`config.mk`:
```
export PLATFORM = sky130hd
export DESIGN_NAME = v3n_norm
export DESIGN_NICKNAME = d
export VERILOG_FILES = /design/src/hw/rtl/v3n_pkg.sv /design/src/hw/rtl/v3n_norm.sv
export SDC_FILE = /design/constraint.sdc
export NUM_CORES = 1
export LEC_CHECK = 0
export BUFFER_PORTS_ARGS = -buffer_cell sky130_fd_sc_hd__buf_2
export CORE_UTILIZATION = 50
export CTS_CLUSTER_DIAMETER = 150
export CTS_CLUSTER_SIZE = 20
export DETAILED_ROUTE_END_ITERATION = 10
export PLACE_DENSITY = 0.74
export SYNTH_ARGS = -nofsm -noshare
export SYNTH_HDL_FRONTEND = slang
export SYNTH_SLANG_ARGS = --single-unit
```
`constraint.sdc`:
```
create_clock -name clk_i -period 4.15 [get_ports clk_i]
set_input_delay 0.83 -clock clk_i [delete_from_list [all_inputs] [get_ports clk_i]]
set_output_delay 0.83 -clock clk_i [all_outputs]
set_load 0.01 [all_outputs]
```
`src/hw/rtl/v3n_pkg.sv`:
```
// Shared constants for the vector normalize pipeline.
package v3n_pkg;

  localparam int unsigned FIELD_W             = 32;  // input component field width
  localparam int unsigned SUM_W               = 64;  // normalized sum of squares
  localparam int unsigned ROOT_W              = SUM_W / 2;
  localparam int unsigned K_W                 = 5;   // half shift count, 0..31
  localparam int unsigned NORM_STEPS          = 5;   // shifts by 32,16,8,4,2
  localparam int unsigned COMPONENT_WIDTH_DEF = 32;
  localparam int unsigned OUT_FRAC_BITS_DEF   = 16;

endpackage

```
`src/hw/rtl/v3n_norm.sv`:
```
// Merge stage: sum of squares, zero detect and even left shift to the top.
module v3n_norm #(
  parameter int unsigned ComponentWidth = v3n_pkg::COMPONENT_WIDTH_DEF,
  parameter int unsigned SideW          = 1
) (
  input  logic                        clk_i,
  input  logic                        rst_ni,
  input  logic                        en_i,
  input  logic                        valid_i,
  input  logic [2*ComponentWidth-1:0] sq_x_i,
  input  logic [2*ComponentWidth-1:0] sq_y_i,
  input  logic [2*ComponentWidth-1:0] sq_z_i,
  input  logic [SideW-1:0]            side_i,
  output logic                        valid_o,
  output logic [v3n_pkg::SUM_W-1:0]   sum_o,
  output logic [v3n_pkg::K_W-1:0]     k_o,
  output logic                        zero_o,
  output logic [SideW-1:0]            side_o
);
  localparam int unsigned St = v3n_pkg::NORM_STEPS + 1;
  localparam int unsigned SW = v3n_pkg::SUM_W;

  logic [SW-1:0]           s_q    [St];
  logic [SW-1:0]           s_d    [St];
  logic [v3n_pkg::K_W-1:0] k_q    [St];
  logic [v3n_pkg::K_W-1:0] k_d    [St];
  logic                    z_q    [St];
  logic [SideW-1:0]        side_q [St];
  logic [St-1:0]           vld_q;

  always_comb begin
    s_d[0] = SW'(sq_x_i) + SW'(sq_y_i) + SW'(sq_z_i);
    k_d[0] = '0;
    for (int i = 1; i < St; i++) begin
      // step i shifts by 2^(6-i) bits when that many top bits are clear
      if ((s_q[i-1] >> (SW - (SW >> i))) == '0) begin
        s_d[i] = s_q[i-1] << (SW >> i);
        k_d[i] = k_q[i-1] | v3n_pkg::K_W'(1 << (v3n_pkg::K_W - i));
      end else begin
        s_d[i] = s_q[i-1];
        k_d[i] = k_q[i-1];
      end
    end
  end

  always_ff @(posedge clk_i or negedge rst_ni) begin
    if (!rst_ni) begin
      vld_q <= '0;
    end else if (en_i) begin
      vld_q <= {vld_q[St-2:0], valid_i};
    end
  end

  always_ff @(posedge clk_i) begin
    if (en_i) begin
      s_q[0]    <= s_d[0];
      k_q[0]    <= k_d[0];
      z_q[0]    <= (s_d[0] == '0);
      side_q[0] <= side_i;
      for (int i = 1; i < St; i++) begin
        s_q[i]    <= s_d[i];
        k_q[i]    <= k_d[i];
        z_q[i]    <= z_q[i-1];
        side_q[i] <= side_q[i-1];
      end
    end
  end

  assign valid_o = vld_q[St-1];
  assign sum_o   = s_q[St-1];
  assign k_o     = k_q[St-1];
  assign zero_o  = z_q[St-1];
  assign side_o  = side_q[St-1];
endmodule

```
; ---- After elaboration in Yosys (flattened, before gate mapping)
; Memories as Yosys holds them, arrays and structs flattened.
; Cells that the tools add are included.
[word_totals]
register_bits = 6
ram_bits = 426
out_inout_bits = 72
word_cells = 25
n_memories = 4
[op_classes]
add_sub_neg = 2
muxes = 12
n_reduce_logical = 6
[mem_list]
columns = memory, words, word_bits, read_ports, rd_ports_with_merged_regs, wr, line
row1 = s_q, 6, 64, 6, 0, 6, v3n_norm.sv:23  ; logic [SW-1:0] s_q [St];
row2 = k_q, 6, 5, 6, 0, 6, v3n_norm.sv:25  ; logic [v3n_pkg::K_W-1:0] k_q [St];
row3 = side_q, 6, 1, 6, 0, 6, v3n_norm.sv:28  ; logic [SideW-1:0] side_q [St];
row4 = z_q, 6, 1, 6, 0, 6, v3n_norm.sv:27  ; logic z_q [St];
[ops]
columns = cell, count
row1 = logical NOT 64 bit, 6
row2 = 2-to-1 mux 64 bit, 5
row3 = adder 64 bit, 2
row4 = 2-to-1 mux 5 bit, 1
row5 = 2-to-1 mux 4 bit, 1
row6 = 2-to-1 mux 1 bit, 3
row7 = 2-to-1 mux 3 bit, 1
row8 = 2-to-1 mux 2 bit, 1

; ---- Logic depth before layout (Yosys ltp)
[logic_depth]
word_depth = 3
mapped_depth = 14
depth_no_buf = 14

; ---- Least setup slack after synthesis
; Ideal clock, no wire load.
[synth_path]
path_kind = input port to flip-flop
from = input port sq_x_i[2]
to = memory z_q[0] (data pin)
setup_time_ps = 150
t_arrival_ps = 4027
path_slack_ps = -27
cell_stages = 13
path_buffers = 0
cell_sequence = fa_1 ha_1 a21o_1 nand4_1 a2111oi_2 nor3_2 o31ai_4 a31oi_4 o31ai_1 xor2_1 nand4bb_1 or4_1 nor3_2
[synth_rtl]
columns = item, line
row1 = from (decl), v3n_norm.sv:10  ; input logic [2*ComponentWidth-1:0] sq_x_i,
row2 = to (decl), v3n_norm.sv:27

==> flow_summary_export.csv <==
group,metric,value,unit
finish,nNetsFinal,2368,
setup_path,cp_common_cell,"nor3_2",
clock_network,cts_hold_buf,0,
timing,fin_ws,0.152,ns
timing,fin_worst_skew,0.00760,ns
setup_path,critPathLaunchType,"input pin",
run_status,status,"completed",
yosys,synthFlopType,"edfxtp_1",
global_route,overflow,0,
yosys,syn-num-nets,1912,
place,dp_slack,-0.531,ns
yosys,yosysSeqAreaShare,0.579,
timing,rsz0062_at_grt,"no",
detailed_routing,detail_route.vias_per_cell,5.30,
detailed_routing,antenna_left,0,
timing,finalCritPeriodShare,0.963,
timing,relSlewSlack,0.350,
yosys,avgSynthCellArea,13.6,um^2
min_path,hold_class,"in2async",
floorplanning,fp.dieArea,44000,um^2
yosys,syn_area,21600,um^2
pwr,fin_total_pwr,11.7,mW
timing,hold_violations,0,
detailed_routing,first_iter_violations,626,
global_route,grt_max_degree,93,
detailed_routing,post_drt_wl_per_cell,17.8,um
run,cap_violations,0,
timing,finalSetupViolCount,0,
place,portBuffers,268,
clock_network,cts_tree,"done",
yosys,async_flop_share,0.0144,
yosys,yosysWarnings,0,
floorplanning,io_pins,269,
place,gp_congestion,0.903,
yosys,synth_edf_count,411,
timing,min_period,4.00,ns
yosys,syn_inst,1589,
setup_path,cp.required,4.54,ns
clock_network,clock-sinks,417,
timing,tightestPinTransition,0.972,ns
clock_network,clk_pin_slew,0.08,ns
setup_path,cp_num_buf_inv,2,
clock_network,cts_buffer_depth,3,
setup_path,cp_top_family,"compound AO/OA/AOI/OAI gates",
clock_network,cts_buffers,24,
clock_network,cts-root-buf,"clkbuf_16",
timing,timing.setup.tns,0,ns
yosys,yosysUniqueCellTypes,80,
global_route,grtUsageTotal,0.211,
finish,antenna_cells,0,
global_route,grt_pass1_vias,13995,
timing,fmax,250,MHz
floorplanning,die_w,210,um
global_route,antenna_found_initial,0,
setup_path,max_stage_delay,0.54,ns
clock_network,clk_latency,0.54,ns
floorplanning,num_rows,75,
yosys,ys_ff_latch,417,
setup_path,crit_arrival,4.39,ns
floorplanning,die_h,210,um
setup_path,reg2reg_depth,5,
pwr,irDropWorstVdd,267,uV
setup_path,cp-end-kind,"flip-flop",
pwr,power_density,452,nW/um^2
global_route,grt_pass1_wl,73.5,mm
finish,fin_util,0.613,
floorplanning,core_area,42200,um^2
floorplanning,start_util,0.511,
setup_path,crit_path_cell_trace,"buf_2 > fa_1 > ha_1 > a21o_1 > nand4_1 > a2111oi_4 > nor3_2 > o31ai_4 > buf_12 > a31oi_4 > o31ai_1 > xor2_1 > nand4bb_1 > or4_1 > nor3_2",
pwr,leakagePower,10.4,nW
timing,slew_violations,0,
setup_path,crit_slowest_cell,"fa_1",
setup_path,reg2reg_from,"s_q[1][58]",
setup_path,path_max_fanout,4,
finish,syn_to_final_growth,20.0,%
place,place.detailed.hpwl,36.9,mm
setup_path,worstReg2RegEnd,"s_q[2][27]",
setup_path,regToRegSetupSlack,1.63,ns
finish,drive_above_1_share,0.364,
setup_path,worstSetupPathType,"in2reg",
detailed_routing,vias,13755,
detailed_routing,drc,0,
detailed_routing,dr.pass1.iters,5,
clock_network,htree_levels,1,
detailed_routing,drt-total-wl,46.3,mm
state kept, by name, indices dropped and copies added (netlist names):
name and count:
k_q 15, z_q 6, s_q 384, vld_q 6, side_q 6
power breakdown:
part / total, mW / switching (mW) / internal (mW)
Sequential: 5.85 / 0.390 / 5.46
Combinational: 3.56 / 1.77 / 1.79
Clock: 2.29 / 1.19 / 1.10
worst max path at each step:
stage / slack (ns) / endpoint / depth (start not counted) / from
floorplan: 0.01 / z_q[0] / 13 / sq_x_i[2]
global placement: -0.46 / z_q[0] / 14 / sq_x_i[1]
detailed placement: -0.53 / z_q[0] / 16 / sq_x_i[1]
CTS: 0.03 / z_q[0] / 16 / sq_x_i[1]
global route: 0.01 / z_q[0] / 15 / sq_x_i[2]
finish: 0.15 / z_q[0] / 15 / sq_x_i[2]
area by class of cell:
| type | instances | area (um^2) |
|---|---|---|
| repair buffers | 508 | 3230 |
| inverters | 17 | 63.8 |
| clock buffers | 34 | 659 |
| fillers | 3340 | 16300 |
| flip-flops and latches | 417 | 12500 |
| multi-input cells | 1077 | 8780 |
| well taps | 539 | 674 |
| clock inverters | 1 | 5.00 |
placed cells by master, fill, tap and decap left out, types with 24 or more instances in the layout:
cell type / instances
a21o_1: 88
a21oi_1: 84
buf_2: 267
buf_4: 234
clkbuf_16: 25
edfxtp_1: 411
fa_1: 63
ha_1: 61
mux2_2: 168
nand2_1: 164
nand4_1: 37
nor2_1: 53
nor2b_1: 49
o21ai_0: 37
xnor2_1: 32
xor2_1: 24
what timing repair did:
action / CTS / global route
buffers inserted: 0 / 0
endpoints found under the setup margin: 0 / 1
gates resized for setup: 0 / 9
per-stage QoR:
stage               cells  instance area [um^2]  hold slack [ns]
detailed placement   2558                 25200            0.406
finish               2593                 25900           0.0939
global route         2593                 25900           0.0833
floorplan            1589                 21600            0.400
global placement     2558                 25200            0.400
CTS                  2593                 25800           0.0698
metal layers:
metal | GRT usage | part of all wire | vias up
met5 | 0 | 0 | -
li1 | - | - | 6856
met2 | 0.388 | 0.52 | 316
met3 | 0.0139 | 0.026 | 56
met4 | 0.0619 | 0.024 | 0
met1 | 0.267 | 0.43 | 6527
synth_stat cells, types with 7 or more instances:
cell	number	area share
a21o_1	88	0.031
a21oi_1	84	0.019
a31oi_1	7	0.0020
and2_1	21	0.0061
and3_1	7	0.0020
buf_2	21	0.0049
clkbuf_1	52	0.0090
edfxtp_1	411	0.57
fa_1	64	0.059
ha_1	62	0.036
inv_1	17	0.0030
mux2_2	168	0.088
nand2_1	164	0.029
nand3_1	8	0.0019
nand4_1	37	0.011
nor2_1	56	0.0097
nor2b_1	49	0.014
nor3_1	17	0.0039
nor4_1	20	0.0058
o21a_1	10	0.0035
o21ai_0	37	0.0086
o21ai_1	11	0.0026
o21bai_1	9	0.0031
or3_1	8	0.0023
xnor2_1	32	0.013
xor2_1	24	0.0097
worst reg2reg max path: stages, from the launching register on:
cell and delay [ns]:
edfxtp_1 0.40, nor4_1 0.33, nand4_1 0.81, buf_4 0.54, nand2_1 0.13, nand2_1 0.06
kinds of logic (layout without fill, tap and decap cells):
group	after synthesis	after routing	synth area share
buffers and inverters	95	560	0.0184
adder cells (fa/ha/maj)	126	126	0.0953
flip-flops	417	417	0.579
multiplexers	170	170	0.0886
AO/OA/AOI/OAI	308	308	0.0992
AND/OR/NAND/NOR	417	417	0.0969
XOR/XNOR	56	56	0.0227
Power figures use the tool's default switching activity.
