===== config.mk =====
export PLATFORM = sky130hd
export DESIGN_NAME = v3n_sq_lane
export DESIGN_NICKNAME = d
export VERILOG_FILES = /design/src/hw/rtl/v3n_pkg.sv /design/src/hw/rtl/v3n_sq_lane.sv
export SDC_FILE = /design/constraint.sdc
export NUM_CORES = 2
export LEC_CHECK = 0
export ABC_AREA = 1
export BUFFER_PORTS_ARGS = -buffer_cell sky130_fd_sc_hd__buf_4
export CAP_MARGIN = 20
export CORE_ASPECT_RATIO = 1.5
export CORE_UTILIZATION = 40
export CTS_CLUSTER_DIAMETER = 60
export DETAILED_ROUTE_END_ITERATION = 12
export GPL_TIMING_DRIVEN = 0
export HOLD_SLACK_MARGIN = 0.15
export PLACE_DENSITY = 0.68
export SYNTH_ARGS = -nofsm -noshare
export SYNTH_HDL_FRONTEND = slang
export SYNTH_SLANG_ARGS = --single-unit

===== constraint.sdc =====
create_clock -name clk_i -period 2 [get_ports clk_i]
set_input_delay 0.4 -clock clk_i [delete_from_list [all_inputs] [get_ports clk_i]]
set_output_delay 0.4 -clock clk_i [all_outputs]
set_load 0.05 [all_outputs]

===== src/hw/rtl/v3n_pkg.sv =====
// Shared constants for the vector normalize pipeline.
package v3n_pkg;

  localparam int unsigned FIELD_W             = 32;  // input component field width
  localparam int unsigned SUM_W               = 64;  // normalized sum of squares
  localparam int unsigned ROOT_W              = SUM_W / 2;
  localparam int unsigned K_W                 = 5;   // half shift count, 0..31
  localparam int unsigned NORM_STEPS          = 5;   // shifts by 32,16,8,4,2
  localparam int unsigned COMPONENT_WIDTH_DEF = 32;
  localparam int unsigned OUT_FRAC_BITS_DEF   = 16;

endpackage


===== src/hw/rtl/v3n_sq_lane.sv =====
// One lane: magnitude, sign and square of one component.
module v3n_sq_lane #(
  parameter int unsigned ComponentWidth = v3n_pkg::COMPONENT_WIDTH_DEF
) (
  input  logic                          clk_i,
  input  logic                          rst_ni,
  input  logic                          en_i,
  input  logic                          valid_i,
  input  logic [v3n_pkg::FIELD_W-1:0]   comp_i,
  output logic                          valid_o,
  output logic [ComponentWidth-1:0]     mag_o,
  output logic                          neg_o,
  output logic [2*ComponentWidth-1:0]   sq_o
);
  logic [ComponentWidth-1:0] raw;
  logic [ComponentWidth-1:0] mag_d;
  logic                      vld_q;

  assign raw   = comp_i[ComponentWidth-1:0];
  // -2^(w-1) wraps to 2^(w-1), which still fits unsigned
  assign mag_d = raw[ComponentWidth-1] ? (~raw + 1'b1) : raw;

  always_ff @(posedge clk_i or negedge rst_ni) begin
    if (!rst_ni) begin
      vld_q <= 1'b0;
    end else if (en_i) begin
      vld_q <= valid_i;
    end
  end

  always_ff @(posedge clk_i) begin
    if (en_i) begin
      mag_o <= mag_d;
      neg_o <= raw[ComponentWidth-1];
      sq_o  <= (2*ComponentWidth)'(mag_d) * (2*ComponentWidth)'(mag_d);
    end
  end

  assign valid_o = vld_q;
endmodule


# Word level (Yosys, flattened, before mapping)
# Cells that the tools add are included.
# Widths: inputs -> output; s select.
[op_classes] n_addsub=1 mul=1 mux=1 bitwise_logic=1
[op_table] cell="$mul 32x32->64" n=1
[op_table] cell="$add 32x1->32 const B" n=1
[op_table] cell="$mux 32" n=1
[op_table] cell="$not 32->32" n=1
[totals] ff_bits=98 in_bits=36 out_inout_bits=98

# Longest topological paths before layout
[depth] ltp_word=4 mapped_depth=44

# Worst setup path after synthesis
# Ideal clock, no wire load.
[synth_path] path_type="in2reg" startpoint="input comp_i[0] (netlist name)" endpoint="register sq_o[48] (data pin)" setup_ps=253 arrival_ps=7585 required_time_ps=1747 slack_ps=-5838 stages=35 n_path_buf=3 cell_sequence="inv_2 -> clkbuf_1 -> ha_1 -> nand2_2 -> nor2_2 -> inv_2 -> nor2_2 -> nand2_1 -> xor2_1 -> nand2_1 -> o21ai_1 -> buf_2 -> buf_2 -> nor2_1 -> fa_1 -> inv_1 -> fa_1 -> inv_1 -> fa_1 -> fa_1 -> fa_1 -> fa_1 -> fa_1 -> inv_1 -> fa_1 -> inv_1 -> ha_1 -> nand2_1 -> nor2_1 -> inv_1 -> nor3_1 -> nand3_1 -> or2_2 -> nand4_1 -> nand2_1"
[synth_via] elab_chain_cells=4
[synth_lines] item="from (decl)" line_no="v3n_sq_lane.sv:9" text="input logic [v3n_pkg::FIELD_W-1:0] comp_i,"
[synth_lines] item="$not 32->32" line_no="v3n_sq_lane.sv:21" text="assign mag_d = raw[ComponentWidth-1] ? (~raw + 1'b1) : raw;"
[synth_lines] item="$add 32x1->32" line_no="v3n_sq_lane.sv:21"
[synth_lines] item="$mux 32 *" line_no="v3n_sq_lane.sv:21"
[synth_lines] item="$mul 32x32->64 *" line_no="v3n_sq_lane.sv:35" text="sq_o <= (2*ComponentWidth)'(mag_d) * (2*ComponentWidth)'(mag_d);"
[synth_lines] item="to (signal assigned)" line_no="v3n_sq_lane.sv:35"
[synth_lines] item="to (decl)" line_no="v3n_sq_lane.sv:13" text="output logic [2*ComponentWidth-1:0] sq_o"
# Every way passes the cells marked *; elsewhere a longest branch is shown, timed or not.
# A chain may end at the register's enable or synchronous reset.

# Worst setup path in the final report
[layout_path] startpoint="input comp_i[0] (netlist name)" endpoint="register sq_o[24] (data pin)"
[layout_via] elab_chain_cells=4
[layout_lines] item="$not 32->32" line_no="v3n_sq_lane.sv:21"
[layout_lines] item="$add 32x1->32" line_no="v3n_sq_lane.sv:21"
[layout_lines] item="$mux 32" line_no="v3n_sq_lane.sv:21"
[layout_lines] item="net mag_d[16]" line_no="v3n_sq_lane.sv:16" text="logic [ComponentWidth-1:0] mag_d;"
[layout_lines] item="$mul 32x32->64" line_no="v3n_sq_lane.sv:35"
# The timed path passes the listed nets, and every way through them passes these cells.

==> summary.md <==
| Metric | Value |
|---|---|
| Max-slew violations | `0` |
| Clock transition at the registers of the reported paths | `0.09 ns` |
| Layout area overhead | `24.7%` |
| CTS buffer count | `9` |
| Mean cell area of the mapped netlist | `~8.3 sq um` |
| H-tree lvl count | `3` |
| Met2 WL | `~64000 um` |
| Clock Root Buffer | `sky130_fd_sc_hd__clkbuf_16` |
| Smallest setup slack after layout | `-5.69 ns` |
| Synth async-reset ratio | `1.04%` |
| Post-synthesis sequential area ratio | `approximately 8.3%` |
| Post-route clock period utilization | `385%` |
| Violated checks | `setup timing` |
| Post-placement cell count | `~5500` |
| Final instance area | `approximately 43000 sq um` |
| Most area-hungry cell type in the Yosys netlist | `sky130_fd_sc_hd__fa_1` |
| CTS max path bufs | `2` |
| Count of mapped cells out of synthesis | `between 4000 and 5000` |
| Vert. Die Dim | `approximately 360 um` |
| Non-filler cells, final | `5676` |
| Clock tree from TritonCTS | `yes` |
| Critical path fanouts, max | `6` |
| RSZ-0062 raised after global routing | `true` |
| Class of the most critical hold timing path | `in -> reg` |
| Most common cell after layout, fill and taps aside | `sky130_fd_sc_hd__inv_1` |
| Post-detailed-route count of antenna-violating nets | `0` |
| Clock latency on the worst-skew pair | `0.40 ns` |
| Remaining global-route overflow | `0` |
| DRT Pass-1 Iters | `5` |
| Number of violations reported at the end of detailed-routing iteration 0 | `roughly 2000` |
| Place WS | `-7.11 ns` |
| Commonest non-fill, non-tap cells in the layout | `sky130_fd_sc_hd__inv_1 (1225), sky130_fd_sc_hd__fa_1 (733), sky130_fd_sc_hd__nand2_1 (663)` |
| Number of vias after detailed routing | `around 29000` |
| Die extent in x | `approximately 240 um` |
| Initial cell density of the core | `roughly 40%` |
| Number of failing hold endpoints at the final stage | `0` |
| Max stage delay on crit path | `0.55 ns` |
| Final min period | `7.69 ns` |
| Sequential cell area in the final layout | `roughly 2900 sq um` |
| Post-detailed-route DRC marker count | `0` |
| Synthesis-stage register bit count | `96` |
| Clock sink count | `96` |
| FILL cells | `between 7000 and 8000` |
| Pin count of the biggest net entering global routing | `between 50 and 60` |
| Top Ports | `about 130` |
| Global-route usage over all layers | `between 20% and 30%` |
| Library cells used by synthesis | `43` |
| Number of flops mapped to enable cells by yosys | `95` |
| Met3 Wirelength | `~10000 um` |
| Area of the multi-input gates | `a little under 30000 sq um` |
| Worst max-slew margin expressed relative to the limit | `40.6%` |
| Fraction of final layout cells with drive strength greater than 1 | `24.9%` |
| Data required time at the worst endpoint | `2.16 ns` |
| Setup Skew | `0 ns` |
| Maximum clock frequency | `approximately 130 MHz` |
| MaxCap Viol Count | `0` |
| Crit path DAT | `roughly 7.9 ns` |
| Number of global-route vias before repair | `31077` |
| Die area | `around 88000 sq um` |
| Routability Congestion | `slightly above 1` |
| Number of core rows | `132` |
| Instance area after placement | `about 38000 sq um` |
| Area share of the largest cell type after synthesis | `approximately 46%` |
| Drt total wl | `about 130000 um` |
| Total negative slack for setup checks | `-310.47 ns` |
| Setup Crit Path Kind | `in -> reg` |
| Wire length of the first global-routing pass | `188000 um` |
| Number of nets at the end of the flow | `roughly 5600` |
| Sum of net half-perimeters after detailed placement | `101000 um` |
| Slowest stage cell, crit path | `sky130_fd_sc_hd__fa_1` |
| Kind of start point of the critical path | `primary input` |
| Most area-consuming cells after synthesis | `sky130_fd_sc_hd__fa_1 (46%), sky130_fd_sc_hd__inv_1 (14%), sky130_fd_sc_hd__ha_1 (10%)` |
| Post-Route M1 WL | `about 39000 um` |
| Average wire per standard cell | `between 20 and 25 um` |
| Outcome | `complete, but fails checks` |
| Worst setup EP type | `flip-flop` |
| Per-cell via count in the routed design | `roughly 5.1` |
| Synthesis warning total | `0` |
| Antenna violations before repair | `1` |
| Core Region | `between 80000 and 90000 sq um` |
| Slew at the pin closest to its max-slew limit | `about 0.89 ns` |
| Top routing layer used | `met4` |
| Number of input and output port buffers inserted | `between 100 and 150` |
| Top flip-flop cell by instance count after synthesis | `sky130_fd_sc_hd__edfxtp_1` |
| Cell area after synthesis | `between 30000 and 40000 sq um` |
| Final setup violation count | `63` |
[worst paths after layout]
kind / from / to / slack, ns / cells after the start
max: comp_i[0] / sq_o[24] / -5.69 / 40
min: comp_i[31] / neg_o / 0.19 / 1
max reg2reg: valid_o / valid_o / 1.25 / 1
min reg2reg: valid_o / valid_o / 0.52 / 1
max in group asynchronous: rst_ni / valid_o / 1.61 / 2
min in group asynchronous: rst_ni / valid_o / 0.31 / 2
[metrics by stage]
step                      utilization [%]  hold slack (ns)
after floorplan                         -            0.104
after global placement               44.1            0.175
after detailed placement             44.1            0.177
after CTS                            47.6            0.190
after global routing                 50.2            0.200
final                                50.2            0.191
[state kept, by name (all words and copies together), names as in the netlist]
| signal | flops |
|---|---|
| valid_o | 1 |
| mag_o | 32 |
| neg_o | 1 |
| sq_o | 62 |
[logic make-up after synthesis]
family	synth area share [%]
mux	0.0324
fa+ha+maj	56.0
simple gates	15.9
other cells	0.0216
xor+xnor	1.33
flops	8.29
buf+inv	16.1
compound gates	2.29
[synth_stat cells, types with 3 or more instances]
master / n
sky130_fd_sc_hd__fa_1: 795
sky130_fd_sc_hd__nor3_1: 16
sky130_fd_sc_hd__edfxtp_1: 95
sky130_fd_sc_hd__a21oi_1: 68
sky130_fd_sc_hd__nor2_2: 12
sky130_fd_sc_hd__inv_2: 29
sky130_fd_sc_hd__inv_1: 1319
sky130_fd_sc_hd__a21o_1: 7
sky130_fd_sc_hd__o21ai_1: 4
sky130_fd_sc_hd__nand2_4: 9
sky130_fd_sc_hd__xor2_1: 42
sky130_fd_sc_hd__o21ai_2: 3
sky130_fd_sc_hd__buf_4: 15
sky130_fd_sc_hd__buf_6: 3
sky130_fd_sc_hd__nand2_1: 840
sky130_fd_sc_hd__nand3b_1: 6
sky130_fd_sc_hd__nor2_1: 340
sky130_fd_sc_hd__nand3_1: 88
sky130_fd_sc_hd__xnor2_1: 7
sky130_fd_sc_hd__ha_1: 281
sky130_fd_sc_hd__nand4_1: 19
sky130_fd_sc_hd__buf_2: 56
sky130_fd_sc_hd__clkbuf_1: 14
sky130_fd_sc_hd__or2_2: 5
sky130_fd_sc_hd__nor2_4: 5
sky130_fd_sc_hd__o21bai_1: 13
sky130_fd_sc_hd__o21ai_0: 45
sky130_fd_sc_hd__or2_1: 3
sky130_fd_sc_hd__nand2_2: 18
[metal layers]
| metal | GRT usage (%) | up-vias |
|---|---|---|
| li1 | - | 12540 |
| met1 | 28.8 | 14212 |
| met2 | 52.4 | 1363 |
| met3 | 6.59 | 644 |
| met4 | 28.2 | 0 |
| met5 | 0 | - |
[layout make-up]
cell class | instances | area share (%)
plain buffers | 92 | 2.73
inverters | 1351 | 12.1
well taps | 1139 | 3.29
clock buffers | 9 | 0.520
diodes | 1 | 0.00578
flip-flops and latches | 96 | 6.65
repair buffers | 318 | 6.57
clock inverters | 7 | 0.199
repair inverters | 1 | 0.0202
multi-input cells | 2662 | 67.9
[worst max-delay path, delay by kind of cell]
family | cells | cell delay, ns
compound gates | 3 | 0.44
xor+xnor | 2 | 0.31
fa+ha+maj | 10 | 4.50
buf+inv | 17 | 1.41
simple gates | 8 | 0.76
[repair_timing]
action	CTS	global route
hold buffers	1	0
setup endpoints to repair	81	64
pin swaps	127	199
buffers inserted	96	87
resized for setup	464	450
cloned	3	0
endpoints found under the hold margin	1	0
Power is not shown: default switching activity piles up to over one toggle a cycle in this logic, so the estimate is an artifact.
