$ cat src/hw/rtl/v3n_pkg.sv
// Shared constants for the vector normalize pipeline.
package v3n_pkg;

  localparam int unsigned FIELD_W             = 32;  // input component field width
  localparam int unsigned SUM_W               = 64;  // normalized sum of squares
  localparam int unsigned ROOT_W              = SUM_W / 2;
  localparam int unsigned K_W                 = 5;   // half shift count, 0..31
  localparam int unsigned NORM_STEPS          = 5;   // shifts by 32,16,8,4,2
  localparam int unsigned COMPONENT_WIDTH_DEF = 32;
  localparam int unsigned OUT_FRAC_BITS_DEF   = 16;

endpackage

$ cat src/hw/rtl/v3n_div_lane.sv
// One lane: rounded |c|*2^k*2^F / r by restoring division, clamp and sign.
module v3n_div_lane #(
  parameter int unsigned ComponentWidth = v3n_pkg::COMPONENT_WIDTH_DEF,
  parameter int unsigned OutFracBits    = v3n_pkg::OUT_FRAC_BITS_DEF
) (
  input  logic                              clk_i,
  input  logic                              rst_ni,
  input  logic                              en_i,
  input  logic                              valid_i,
  input  logic [ComponentWidth-1:0]         mag_i,
  input  logic                              neg_i,
  input  logic                              zero_i,
  input  logic [v3n_pkg::K_W-1:0]           k_i,
  input  logic [v3n_pkg::ROOT_W-1:0]        root_i,
  output logic                              valid_o,
  output logic                              zero_o,
  output logic signed [OutFracBits+1:0]     unit_o
);
  localparam int unsigned OW = OutFracBits + 2;   // quotient and output width
  localparam int unsigned NW = OutFracBits + 35;  // 2*num + r stays below 2^(F+34)
  localparam int unsigned DW = v3n_pkg::ROOT_W + 1;
  localparam int unsigned St = OW;

  logic [NW-1:0] rem_q [St];
  logic [NW-1:0] rem_d [St];
  logic [OW-1:0] quo_q [St];
  logic [OW-1:0] quo_d [St];
  logic [DW-1:0] den_q [St];
  logic [St-1:0] neg_q;
  logic [St-1:0] zr_q;
  logic [St:0]   vld_q;

  logic [NW-1:0] numer;
  logic [DW-1:0] denom;
  logic [OW-1:0] mag_r;
  logic [OW-1:0] unit_d;

  assign numer = ((NW'(mag_i) << k_i) << (OutFracBits + 1)) + NW'(root_i);
  assign denom = {root_i, 1'b0};

  always_comb begin
    logic [NW-1:0] rem_s;
    logic [OW-1:0] quo_s;
    logic [DW-1:0] den_s;
    logic [NW-1:0] dsh;
    for (int i = 0; i < St; i++) begin
      rem_s = (i == 0) ? numer : rem_q[(i == 0) ? 0 : i-1];
      quo_s = (i == 0) ? '0    : quo_q[(i == 0) ? 0 : i-1];
      den_s = (i == 0) ? denom : den_q[(i == 0) ? 0 : i-1];
      dsh   = NW'(den_s) << (St - 1 - i);
      quo_d[i] = quo_s;
      if (rem_s >= dsh) begin
        rem_d[i] = rem_s - dsh;
        quo_d[i][St-1-i] = 1'b1;
      end else begin
        rem_d[i] = rem_s;
      end
    end
  end

  // clamp to one, then apply the sign; zero vectors are forced to zero
  always_comb begin
    mag_r = quo_q[St-1];
    if (mag_r > (OW'(1) << OutFracBits)) begin
      mag_r = OW'(1) << OutFracBits;
    end
    if (zr_q[St-1]) begin
      unit_d = '0;
    end else if (neg_q[St-1]) begin
      unit_d = ~mag_r + 1'b1;
    end else begin
      unit_d = mag_r;
    end
  end

  always_ff @(posedge clk_i or negedge rst_ni) begin
    if (!rst_ni) begin
      vld_q <= '0;
    end else if (en_i) begin
      vld_q <= {vld_q[St-1:0], valid_i};
    end
  end

  always_ff @(posedge clk_i) begin
    if (en_i) begin
      for (int i = 0; i < St; i++) begin
        rem_q[i] <= rem_d[i];
        quo_q[i] <= quo_d[i];
        den_q[i] <= (i == 0) ? denom : den_q[(i == 0) ? 0 : i-1];
      end
      neg_q  <= {neg_q[St-2:0], neg_i};
      zr_q   <= {zr_q[St-2:0], zero_i};
      unit_o <= unit_d;
      zero_o <= zr_q[St-1];
    end
  end

  assign valid_o = vld_q[St];
endmodule
$ cat config.mk
export PLATFORM = sky130hd
export DESIGN_NAME = v3n_div_lane
export DESIGN_NICKNAME = d
export VERILOG_FILES = /design/src/hw/rtl/v3n_pkg.sv /design/src/hw/rtl/v3n_div_lane.sv
export SDC_FILE = /design/constraint.sdc
export NUM_CORES = 2
export LEC_CHECK = 0
export BUFFER_PORTS_ARGS = -buffer_cell sky130_fd_sc_hd__buf_2
export CAP_MARGIN = 30
export CORE_MARGIN = 5
export CORE_UTILIZATION = 60
export CTS_CLUSTER_SIZE = 12
export DETAILED_ROUTE_END_ITERATION = 8
export GPL_ROUTABILITY_DRIVEN = 0
export GPL_TIMING_DRIVEN = 0
export MAX_ROUTING_LAYER = met4
export PLACE_DENSITY = 0.76
export SLEW_MARGIN = 20
export SYNTH_ARGS = -nofsm -noshare
export SYNTH_HDL_FRONTEND = slang
export SYNTH_SLANG_ARGS = --single-unit
$ cat constraint.sdc
create_clock -name clk_i -period 7 [get_ports clk_i]
set_input_delay 0.35 -clock clk_i [delete_from_list [all_inputs] [get_ports clk_i]]
set_output_delay 0.35 -clock clk_i [all_outputs]
set_load 0.1 [all_outputs]
After elaboration in Yosys (flattened, before gate mapping)
Memories as Yosys holds them, arrays and structs flattened.
Cells that the tools add are included.
{"block": "totals", "register_bits": 74, "memories": 3, "out_inout_bits": 20, "ramBits": 1836, "wordCells": 89, "inputBits": 75}
{"memory": "rem_q", "depth": 18, "width": 51, "rd": 17, "rd_clocked_by_memory_dff": 0, "wr": 18, "line": "v3n_div_lane.sv:24", "text": "logic [NW-1:0] rem_q [St];"}
{"memory": "den_q", "depth": 18, "width": 33, "rd": 17, "rd_clocked_by_memory_dff": 0, "wr": 18, "line": "v3n_div_lane.sv:28", "text": "logic [DW-1:0] den_q [St];"}
{"memory": "quo_q", "depth": 18, "width": 18, "rd": 18, "rd_clocked_by_memory_dff": 0, "wr": 18, "line": "v3n_div_lane.sv:26", "text": "logic [OW-1:0] quo_q [St];"}
{"block": "op_classes", "n_bitwise": 1, "muxes": 40, "n_addsub": 20, "n_lt_le_gt_ge": 19, "shift": 1}
{"cell": "two-way mux 51 bit", "n": 18}
{"cell": "adder 51 x 32 -> 51 bit", "n": 1}
{"cell": ">= comparator 51 x 33 -> 1 bit", "n": 1}
{"cell": ">= comparator 51 x 34 -> 1 bit", "n": 1}
{"cell": ">= comparator 51 x 35 -> 1 bit", "n": 1}
{"cell": ">= comparator 51 x 36 -> 1 bit", "n": 1}
{"cell": ">= comparator 51 x 37 -> 1 bit", "n": 1}
{"cell": ">= comparator 51 x 38 -> 1 bit", "n": 1}
{"cell": ">= comparator 51 x 39 -> 1 bit", "n": 1}
{"cell": ">= comparator 51 x 40 -> 1 bit", "n": 1}
{"cell": ">= comparator 51 x 41 -> 1 bit", "n": 1}
{"cell": ">= comparator 51 x 42 -> 1 bit", "n": 1}
{"cell": ">= comparator 51 x 43 -> 1 bit", "n": 1}
{"cell": ">= comparator 51 x 44 -> 1 bit", "n": 1}
{"cell": ">= comparator 51 x 45 -> 1 bit", "n": 1}
{"cell": ">= comparator 51 x 46 -> 1 bit", "n": 1}
{"cell": ">= comparator 51 x 47 -> 1 bit", "n": 1}
{"cell": ">= comparator 51 x 48 -> 1 bit", "n": 1}
{"cell": ">= comparator 51 x 49 -> 1 bit", "n": 1}
{"cell": ">= comparator 51 x 50 -> 1 bit", "n": 1}
{"cell": "subtractor 51 x 33 -> 51 bit", "n": 1}
{"cell": "subtractor 51 x 34 -> 51 bit", "n": 1}
{"cell": "subtractor 51 x 35 -> 51 bit", "n": 1}
{"cell": "subtractor 51 x 36 -> 51 bit", "n": 1}
{"cell": "other kinds (20)", "n": 40}

Logic depth before layout (Yosys ltp)
An unclocked memory read counts as a cell.
{"block": "logic_depth", "depth_word": 6, "mapped_depth": 31, "depth_no_buf": 26}

Least setup slack after synthesis
OpenSTA, ideal clock, no wires.
{"block": "synth_timing", "path_type": "input to register", "start": "in k_i[0] in the netlist's numbering", "end": "mem rem_q[0][22] in the netlist's numbering (data pin)", "path_stages": 28, "n_path_buf": 4, "setup_ns": 0.260, "t_arrival_ns": 5.792, "t_required_ns": 6.740, "path_slack_ns": 0.948, "cell_sequence": "buf_6 -> mux4_1 -> mux2_2 -> mux2i_1 -> nor2_1 -> ha_1 -> clkbuf_1 -> a21o_1 -> a2111oi_0 -> a211o_1 -> a21oi_1 -> and4bb_1 -> and3_4 -> nand2_1 -> xnor2_1 -> ha_1 -> a21o_1 -> a21o_1 -> a21o_1 -> a21oi_1 -> o21ai_0 -> nor3_1 -> o21ai_0 -> a31o_2 -> nor2b_2 -> buf_6 -> buf_12 -> mux2_4"}
{"item": "from (decl)", "line": "v3n_div_lane.sv:13", "text": "input logic [v3n_pkg::K_W-1:0] k_i,"}
{"item": "to (decl)", "line": "v3n_div_lane.sv:24"}

==> impl_metrics.yaml <==
route:
  drt_iter0_markers: 7827
  routed_wl_um: 221000
  drc: 0
  wl_per_cell_um: 20.7
  post_drt_via_cell_ratio: 6.29
  drt.antenna.violating_nets: 0
  drt_first_pass_iters: 7
  via_count: 67140
synth:
  synthTopCellsByArea: "edfxtp_1 (50%), ha_1 (8.3%), a21oi_1 (3.9%)"
  synth_seq_cells: 1487
  syn_inst: 8307
  synth_edf_count: 1468
  yosysSeqAreaShare_pct: 50.1
  yosysTopAreaCellShare_pct: 49.6
  synth_flop_cell: "edfxtp_1"
  ys_warn_count: 0
  syn_area_per_cell_um2: 10.7
  synth.distinct_cells: 104
  syn_nets: 8991
  synthArstFlopShare_pct: 1.28
  synth_area_um2: 88900
  synth_top_cell_by_area: "edfxtp_1"
critical_path:
  critical_path_class: "primary input to register"
  setup.worst_path.start_class: "primary input"
  slowest_delay_ns: 0.65
  crit_buf_inv: 5
  r2r_cells: 13
  r2r-end: "rem_q[13][34]"
  r2r-start: "rem_q[12][5]"
  cp_top_family: "compound AO/OA/AOI/OAI gates"
  slowest_stage: "mux4_1"
  cp.arrival_ns: 7.21
  r2r_setup_slack_ns: 1.57
  worst-endpoint-required_ns: 7.53
  cp_common_cell: "a21o_1"
  endpoint_kind: "register"
  cp_max_fo: 10
global_route:
  grt_overflow: 0
  grt_pass1_vias: 63240
  grt_max_degree: 157
  track_usage_pct: 28.2
  grt_pass1_wl_um: 341000
  grt_antenna_before_repair: 7
floorplanning:
  core-area_um2: 147000
  die_h_um: 395
  ios: 95
  dieArea_um2: 156000
  die_w_um: 395
  start_util_pct: 60.3
  num_rows: 141
cells_and_area:
  finish.utilization_pct: 66.2
  design_area_um2: 97600
  drive_gt1_share_pct: 6.61
  fillers: 11066
  layout_common_cells: "edfxtp_1 (1468), inv_1 (730), a21oi_1 (699), nand2_1 (636), o21ai_0 (595)"
  area_growth_pct: 9.80
  mostFrequentLayoutCell: "edfxtp_1"
  finalNetCount: 9303
clocking:
  cts-buffers-inserted: 161
  clkLatencyLatePin_ns: 0.81
  htree_levels: 4
  cts_buffer_depth: 3
  post_cts_buffers: 0
  cts-root-buf: "clkbuf_16"
  clock-sinks: 1487
  clk_pin_slew_ns: 0.06
  tritoncts: "built"
place:
  dp_hpwl_um: 167000
  placed_area_um2: 92100
  io_buffers: 92
  dp_slack_ns: -0.285
timing:
  min_period_ns: 6.68
  finalHoldViolCount: 0
  tns_ns: 0
  rsz0062_at_grt: "false"
  worst-slew-pin-transition_ns: 1.12
  setup_ws_ns: 0.323
  setup_violations: 0
  slew_viol_final: 0
  finClkSkew_ns: 0.0369
  max_freq_mhz: 150
  period_share_pct: 95.4
  relSlewSlack_pct: 24.6
power:
  max-vdd-ir-drop_mv: 0.321
  p_leak_uw: 0.0385
  power.total_uw: 40700
  powerDensity_nw_per_um2: 417
worst_hold_path:
  hold_end: "zr_q[0]"
  worstHoldPathCells: 2
  hold_class: "primary input to register"
  min_from: "zero_i"
outcome:
  status: "finished, final reports clean"
flow_run:
  drv_cap: 0
power by group:
group	internal, uW	total (uW)	switching, uW
Clock	4690	8200	3520
Combinational	7350	17700	10300
Sequential	13100	14800	1660
Total	25100	40700	15500
how the worst max path moves through the flow:
stage	start	end	slack, ns	cells after the start
2_1_floorplan	k_i[0]	rem_q[0][22]	0.95	28
3_3_place_gp	en_i	vld_q[8]	-17.04	4
3_5_place_dp	k_i[0]	rem_q[0][43]	-0.28	29
4_1_cts	k_i[0]	rem_q[0][24]	0.55	29
5_1_grt	k_i[0]	rem_q[0][24]	0.008	29
6_report	k_i[0]	rem_q[0][24]	0.32	29
routing by layer:
metal  vias to the layer above  GRT usage (%)  wire [um]
met5                         -              -          0
met4                         0           9.85       8700
met3                       625           5.27      19800
met2                      3234           44.3     103000
met1                     31931           37.0      90400
li1                      31350              -          -
layout make-up:
type	count	area (um^2)	area share (%)
diodes	9	22.5	0.0231
plain buffers	236	1010	1.03
clock buffers	204	4210	4.32
clock inverters	78	822	0.842
inverters	733	2750	2.82
multi-input cells	5851	40600	41.6
flip-flops and latches	1487	44600	45.7
well taps	1930	2410	2.47
repair buffers	149	1230	1.26
repair_timing:
action / 4_1_cts / 5_1_grt
gates resized for setup: 0 / 0
hold buffers: 38 / 0
endpoints found under the hold margin: 129 / 0
stage by stage:
step | std cells | hold WS (ns)
3_3_place_gp | 10329 | 0.290
6_report | 10677 | 0.265
4_1_cts | 10662 | 0.207
5_1_grt | 10676 | 0.248
3_5_place_dp | 10342 | 0.302
2_1_floorplan | 8307 | 0.0544
flip-flops by register name (all words and copies together) (netlist names):
| name | flops |
|---|---|
| den_q | 375 |
| neg_q | 18 |
| quo_q | 171 |
| zero_o | 1 |
| vld_q | 19 |
| unit_o | 18 |
| zr_q | 18 |
| rem_q | 867 |
cells in the mapped netlist, drive strengths merged, types with 67 or more instances:
master and count:
mux2 137, nor2b 91, nor2 533, o21a 81, nand2 636, nand3 137
inv 732, nor4 88, nand4 126, clkbuf 200, xnor2 371, a21o 283
edfxtp 1468, a21oi 699, o21bai 72, o21ai 602, xor2 283, nand2b 78
nor3 148, a31oi 67, ha 591
cell families after synthesis:
kind of cell | after synthesis | synth area share (%)
simple gates | 2156 | 11.8
mux | 207 | 3.16
xor+xnor | 654 | 6.44
fa+ha+maj | 609 | 8.73
compound gates | 2225 | 15.5
buf+inv | 969 | 4.23
flops | 1487 | 50.1
No activity file was read; power rests on OpenSTA's default activity.
